[config.mk]
export PLATFORM = sky130hd
export DESIGN_NAME = console_line_assembler_core
export DESIGN_NICKNAME = d
export VERILOG_FILES = /design/src/rtl/clnasm_pkg.sv /design/src/rtl/console_line_assembler_core.sv /design/src/rtl/clnasm_classify.sv /design/src/rtl/clnasm_store.sv
export SDC_FILE = /design/constraint.sdc
export NUM_CORES = 1
export LEC_CHECK = 0
export ABC_AREA = 1
export BUFFER_PORTS_ARGS = -buffer_cell sky130_fd_sc_hd__buf_2
export CAP_MARGIN = 10
export CORE_UTILIZATION = 34
export CTS_CLUSTER_DIAMETER = 30
export DETAILED_ROUTE_END_ITERATION = 8
export GPL_TIMING_DRIVEN = 1
export HOLD_SLACK_MARGIN = 0.12
export PLACE_DENSITY = 0.46
export SETUP_SLACK_MARGIN = 0.02
export SLEW_MARGIN = 20
export SYNTH_ARGS = -nofsm -noshare
export SYNTH_HDL_FRONTEND = slang
export SYNTH_SLANG_ARGS = --single-unit
[constraint.sdc]
create_clock -name clk -period 2.59 [get_ports clk]
set_input_delay 0.1295 -clock clk [delete_from_list [all_inputs] [get_ports clk]]
set_output_delay 0.1295 -clock clk [all_outputs]
set_load 0.02 [all_outputs]
[src/rtl/clnasm_pkg.sv]
package clnasm_pkg;

    localparam int BYTE_W = 8;
    localparam int CHAR_W = 7;

    localparam logic [BYTE_W-1:0] CODE_BS       = 8'h08;
    localparam logic [BYTE_W-1:0] CODE_DEL      = 8'h7F;
    localparam logic [BYTE_W-1:0] CODE_LF       = 8'h0A;
    localparam logic [BYTE_W-1:0] CODE_CR       = 8'h0D;
    localparam logic [BYTE_W-1:0] CODE_PRINT_LO = 8'h20;

    typedef enum logic [1:0] {
        KIND_CHAR     = 2'd0,
        KIND_TOO_LONG = 2'd1,
        KIND_OVERFLOW = 2'd2
    } kind_t;

    typedef struct packed {
        logic term;
        logic erase;
        logic print;
    } byte_kind_t;

endpackage

[src/rtl/console_line_assembler_core.sv]
// an error result is offered in the cycle after its input beat is taken
// a completed line is read out of the line store one character at a time,
// through S_FETCH at the single registered read port, then S_LOAD; the input
// is stalled until the last character has been loaded into the output register
// other beats are taken one per cycle while the output register can drain
// reset (rst_n, async, active low) empties the line and the output register
module console_line_assembler_core #(
    parameter int LINE_MAX = 64
) (
    input  logic                          clk,
    input  logic                          rst_n,
    input  logic                          byte_valid,
    output logic                          byte_stall,
    input  logic                          command,
    input  logic [clnasm_pkg::BYTE_W-1:0] received_byte,
    output logic                          result_valid,
    input  logic                          result_stall,
    output clnasm_pkg::kind_t             kind,
    output logic [clnasm_pkg::CHAR_W-1:0] line_char,
    output logic                          last
);
    import clnasm_pkg::*;

    localparam int LINE_CAP = LINE_MAX - 1;
    localparam int LW       = $clog2(LINE_MAX);
    localparam int IW       = (LINE_CAP > 1) ? $clog2(LINE_CAP) : 1;
    localparam logic [LW-1:0] CAP_LEN = LW'(LINE_CAP);

    typedef enum logic [1:0] {
        S_IDLE,
        S_FETCH,
        S_LOAD
    } state_t;

    state_t            state_reg,  state_next;
    logic [LW-1:0]     length_reg, length_next;
    logic [IW-1:0]     idx_reg,    idx_next;
    logic              valid_reg,  valid_next;
    kind_t             kind_reg,   kind_next;
    logic [CHAR_W-1:0] char_reg,   char_next;
    logic              last_reg,   last_next;

    byte_kind_t        byte_kind;
    logic              accept;
    logic              out_free;
    logic              wr_en;
    logic              rd_en;
    logic [CHAR_W-1:0] rd_data;
    logic              at_end;

    clnasm_classify u_classify (
        .data      (received_byte),
        .byte_kind (byte_kind)
    );

    clnasm_store #(
        .DEPTH (LINE_CAP),
        .AW    (IW)
    ) u_store (
        .clk     (clk),
        .wr_en   (wr_en),
        .wr_addr (length_reg[IW-1:0]),
        .wr_data (received_byte[CHAR_W-1:0]),
        .rd_en   (rd_en),
        .rd_addr (idx_reg),
        .rd_data (rd_data)
    );

    assign out_free   = !valid_reg || !result_stall;
    assign byte_stall = (state_reg != S_IDLE) || !out_free;
    assign accept     = byte_valid && !byte_stall;
    assign at_end     = (LW'(idx_reg) == (length_reg - 1'b1));

    always_comb
    begin
        state_next  = state_reg;
        length_next = length_reg;
        idx_next    = idx_reg;
        valid_next  = valid_reg && result_stall;
        kind_next   = kind_reg;
        char_next   = char_reg;
        last_next   = last_reg;
        wr_en       = 1'b0;
        rd_en       = 1'b0;
        case (state_reg)
            S_IDLE:
            begin
                if (accept)
                begin
                    if (command)
                    begin
                        length_next = '0;
                        valid_next  = 1'b1;
                        kind_next   = KIND_OVERFLOW;
                        char_next   = '0;
                        last_next   = 1'b1;
                    end
                    else if (byte_kind.term)
                    begin
                        if (length_reg != '0)
                        begin
                            idx_next   = '0;
                            state_next = S_FETCH;
                        end
                    end
                    else if (byte_kind.erase)
                    begin
                        if (length_reg != '0)
                        begin
                            length_next = length_reg - 1'b1;
                        end
                    end
                    else if (length_reg == CAP_LEN)
                    begin
                        length_next = '0;
                        valid_next  = 1'b1;
                        kind_next   = KIND_TOO_LONG;
                        char_next   = '0;
                        last_next   = 1'b1;
                    end
                    else if (byte_kind.print)
                    begin
                        wr_en       = 1'b1;
                        length_next = length_reg + 1'b1;
                    end
                end
            end
            S_FETCH:
            begin
                rd_en      = 1'b1;
                state_next = S_LOAD;
            end
            S_LOAD:
            begin
                if (out_free)
                begin
                    valid_next = 1'b1;
                    kind_next  = KIND_CHAR;
                    char_next  = rd_data;
                    last_next  = at_end;
                    if (at_end)
                    begin
                        length_next = '0;
                        state_next  = S_IDLE;
                    end
                    else
                    begin
                        idx_next   = idx_reg + 1'b1;
                        state_next = S_FETCH;
                    end
                end
            end
            default:
            begin
                state_next = S_IDLE;
            end
        endcase
    end

    always_ff @(posedge clk or negedge rst_n)
    begin
        if (!rst_n)
        begin
            state_reg  <= S_IDLE;
            length_reg <= '0;
            idx_reg    <= '0;
            valid_reg  <= 1'b0;
        end
        else
        begin
            state_reg  <= state_next;
            length_reg <= length_next;
            idx_reg    <= idx_next;
            valid_reg  <= valid_next;
        end
    end

    always_ff @(posedge clk)
    begin
        kind_reg <= kind_next;
        char_reg <= char_next;
        last_reg <= last_next;
    end

    assign result_valid = valid_reg;
    assign kind         = kind_reg;
    assign line_char    = char_reg;
    assign last         = last_reg;

    a_len_bound: assert property (@(posedge clk) disable iff (!rst_n)
        length_reg <= CAP_LEN)
        else $error("line length beyond capacity");

    a_emit_nonempty: assert property (@(posedge clk) disable iff (!rst_n)
        (state_reg != S_IDLE) |-> (length_reg != '0) && !wr_en)
        else $error("emitting an empty line or writing during readout");

    a_err_shape: assert property (@(posedge clk) disable iff (!rst_n)
        (valid_reg && (kind_reg != KIND_CHAR)) |-> (last_reg && (char_reg == '0)))
        else $error("error beat without last or with a character");

    a_overflow_clears: assert property (@(posedge clk) disable iff (!rst_n)
        (accept && command) |=> (length_reg == '0) && valid_reg
            && (kind_reg == KIND_OVERFLOW))
        else $error("overflow command did not clear the line");

endmodule

[src/rtl/clnasm_classify.sv]
module clnasm_classify (
    input  logic [clnasm_pkg::BYTE_W-1:0] data,
    output clnasm_pkg::byte_kind_t        byte_kind
);
    import clnasm_pkg::*;

    always_comb
    begin
        byte_kind.term  = (data == CODE_LF) || (data == CODE_CR);
        byte_kind.erase = (data == CODE_BS) || (data == CODE_DEL);
        byte_kind.print = (data >= CODE_PRINT_LO) && (data < CODE_DEL);
    end

endmodule

[src/rtl/clnasm_store.sv]
module clnasm_store #(
    parameter int DEPTH = 63,
    parameter int AW    = 6
) (
    input  logic                          clk,
    input  logic                          wr_en,
    input  logic [AW-1:0]                 wr_addr,
    input  logic [clnasm_pkg::CHAR_W-1:0] wr_data,
    input  logic                          rd_en,
    input  logic [AW-1:0]                 rd_addr,
    output logic [clnasm_pkg::CHAR_W-1:0] rd_data
);
    import clnasm_pkg::*;

    logic [CHAR_W-1:0] mem [DEPTH];
    logic [CHAR_W-1:0] rd_data_reg;

    always_ff @(posedge clk)
    begin
        if (wr_en)
        begin
            mem[wr_addr] <= wr_data;
        end
        if (rd_en)
        begin
            rd_data_reg <= mem[rd_addr];
        end
    end

    assign rd_data = rd_data_reg;

endmodule
==> metrics <==
status finished clean; WL final 61300 um; synth warn 0; initial antenna violation count 0; n_diodes 0; Die Width 245 um; Arrival @ worst endpoint about 2.7 ns; Netlist Area Pre-Place between 0.02 and 0.025 mm2; WL/cell 22.5 um; R2R setup slack 0.14 ns; root buffer cell clkbuf_16; FF-to-FF Start length_reg[0]; kind of end point of the critical path register; die height 245 um; Reg2Reg Depth 8; ys flop type edfxtp_1; core footprint 0.0581 mm2; synthesized instance count 1731; CTS Buffer Depth 3; Synth top area share 0.683; Clock Skew 0.0203 ns; Netlist cell types 36; Overall Power ~23 mW; DRT antenna net count 0; share of layout cells above drive strength 1 0.178; sequential-to-total area share from yosys stat 0.701; Hold Buf Count CTS 9; fillers 5431; DRT iter0 DRCs about 1300; initial core utilization 0.346; H-tree levels 3; Period minus WS final 2.45 ns; area of the multi-input gates 0.00527 mm2; R2R Path End u_store.mem[1][5]; vias in the first global route 14100; WS Path Type register to register; die area 0.0602 mm2; top cells by count, synth 458 x edfxtp_1, 367 x nor2_1, 254 x nand2_1; Hold Slack 0.152 ns; Worst Setup Start Kind register; most frequent cell after synthesis edfxtp_1; CTS tree yes; WHS Path Cells 2; P_leak ~9.1 nW; fin nets 1888; Post-synth EDFFs 458; largest cells by area after synthesis edfxtp_1 68%, nor2_1 6.8%, nand2_1 4.7%; max frequency 409 MHz; Reg area between 0.01 and 0.015 mm2; WP data required approximately 2.8 ns; Cell Pwr Density 924 mW/mm2; cts bufs inserted 102; GP Congestion around 0.87; CTS sink count 473; Area growth, synth to finish 25.1%; max reg flops roughly 440; Core Rows 88; fin. max-slew vios 0; Initial DRT Pass Iterations 5; I/O pin cnt 25; hold path endpoint u_store.mem[30][2]; largest net degree at the start of global routing 65; Synth Area per Inst 11.6 um2; dpl hpwl 38100 um; critical path peak fanout 7; Worst path max stage delay approximately 0.60 ns; Syn Nets 1748; Final setup viols 0; RSZ-0062 raised after global routing false; post-DR vias/cell ~5.1; vias 13900; beginning of the worst hold path received_byte[2]; VDD IR max 0.523 mV; HP Class input port to register; crit-path cells ha_1 -> nand2_4 -> nor2_4 -> nand2_4 -> nand3_4 -> nor2_8 -> nand3_4 -> nor2_1; Port Buffers 24; Max-slew headroom 0.307; Worst-path clk slew 0.05 ns; Post-route DRC 0; # Max-Cap Violations 0; period utilization 0.945; Least-Margin Pin Slew 1.04 ns; ys async rst share 0.0317; gr usage total 0.207; Final Hold Vio Count 0; Crit-path slowest cell nor2_1; grt ovf 0; Post-CTS Setup Bufs 0; FF+latch count, synth 473; worst-skew pair later-pin latency 0.63 ns; first-pass GRT wire length 91300 um; post-synth top area cell edfxtp_1; CTS resizes 0; TNS Setup 0 ns
-- routing by layer --
layer	routed length [um]	global-route usage	vias to the layer above
met1	27300	0.281	6970
met2	28800	0.335	453
met5	0	0	-
met4	1500	0.0744	0
li1	-	-	6438
met3	3680	0.0354	87
-- power breakdown --
part | internal (mW) | switching (mW)
clock network | 8.76 | 4.19
logic | 0.446 | 1.32
registers | 8.52 | 0.0499
total | 17.7 | 5.56
-- metrics by stage --
| stage | cells | util | area, um2 | setup WS, ns |
|---|---|---|---|---|
| after floorplan | 1731 | - | 20100 | 0.365 |
| after global placement | 2523 | 0.372 | 21600 | 0.188 |
| after detailed placement | 2523 | 0.372 | 21600 | 0.154 |
| after CTS | 2720 | 0.433 | 25200 | 0.146 |
| after global routing | 2720 | 0.433 | 25200 | 0.0518 |
| final | 2720 | 0.433 | 25200 | 0.144 |
-- final cells by class --
type / instances / share of cell area
clock buffer: 111 / 0.105
clock inverter: 77 / 0.0335
inverter: 55 / 0.00849
multi-input combinational: 1105 / 0.209
sequential: 473 / 0.561
tap: 765 / 0.0380
timing repair buffer: 134 / 0.0449
-- cell families after synthesis --
family | share of synthesized area
AO/OA/AOI/OAI | 0.0809
XOR/XNOR | 0.00217
adder cells (fa/ha/maj) | 0.00248
buffers and inverters | 0.0372
flip-flops | 0.701
AND/OR/NAND/NOR | 0.176
-- cell usage in the layout (no fill, tap or decap), types with 5 or more instances in the layout --
cell type,n
buf_4,88
xor2_1,5
edfxtp_1,458
nor2_1,367
nor3_1,5
nand2_1,254
buf_2,24
dfrtp_1,13
clkbuf_1,6
o211ai_1,54
o22ai_1,15
nor2_4,5
clkinv_2,11
a21oi_1,28
clkinvlp_4,13
clkinv_4,13
nand2_4,6
inv_1,42
nand3_1,127
o21ai_0,181
nand4_1,9
inv_6,8
clkinv_1,19
clkbuf_16,105
nand2_2,8
o21ai_1,9
buf_12,13
inv_2,9
bufinv_16,14
nor2_2,6
nand3_4,6
dlygate4sd3_1,9
-- worst max-delay path, delay by kind of cell, from the launching register on --
family / cells / cell delay [ns]
DFF: 1 / 0.38
adders and majority gates: 1 / 0.24
and+or+nand+nor: 7 / 1.42
-- worst max path at each step --
stage,startpoint,endpoint,slack (ns)
4_1_cts,length_reg[0],u_store.mem[1][2],0.15
3_5_place_dp,length_reg[0],u_store.mem[32][6],0.15
2_1_floorplan,state_reg[1],u_store.mem[47][0],0.36
6_report,length_reg[0],u_store.mem[1][5],0.14
5_1_grt,length_reg[0],u_store.mem[1][4],0.05
3_3_place_gp,received_byte[1],u_store.mem[0][3],0.19
No activity file was read; power rests on OpenSTA's default activity.
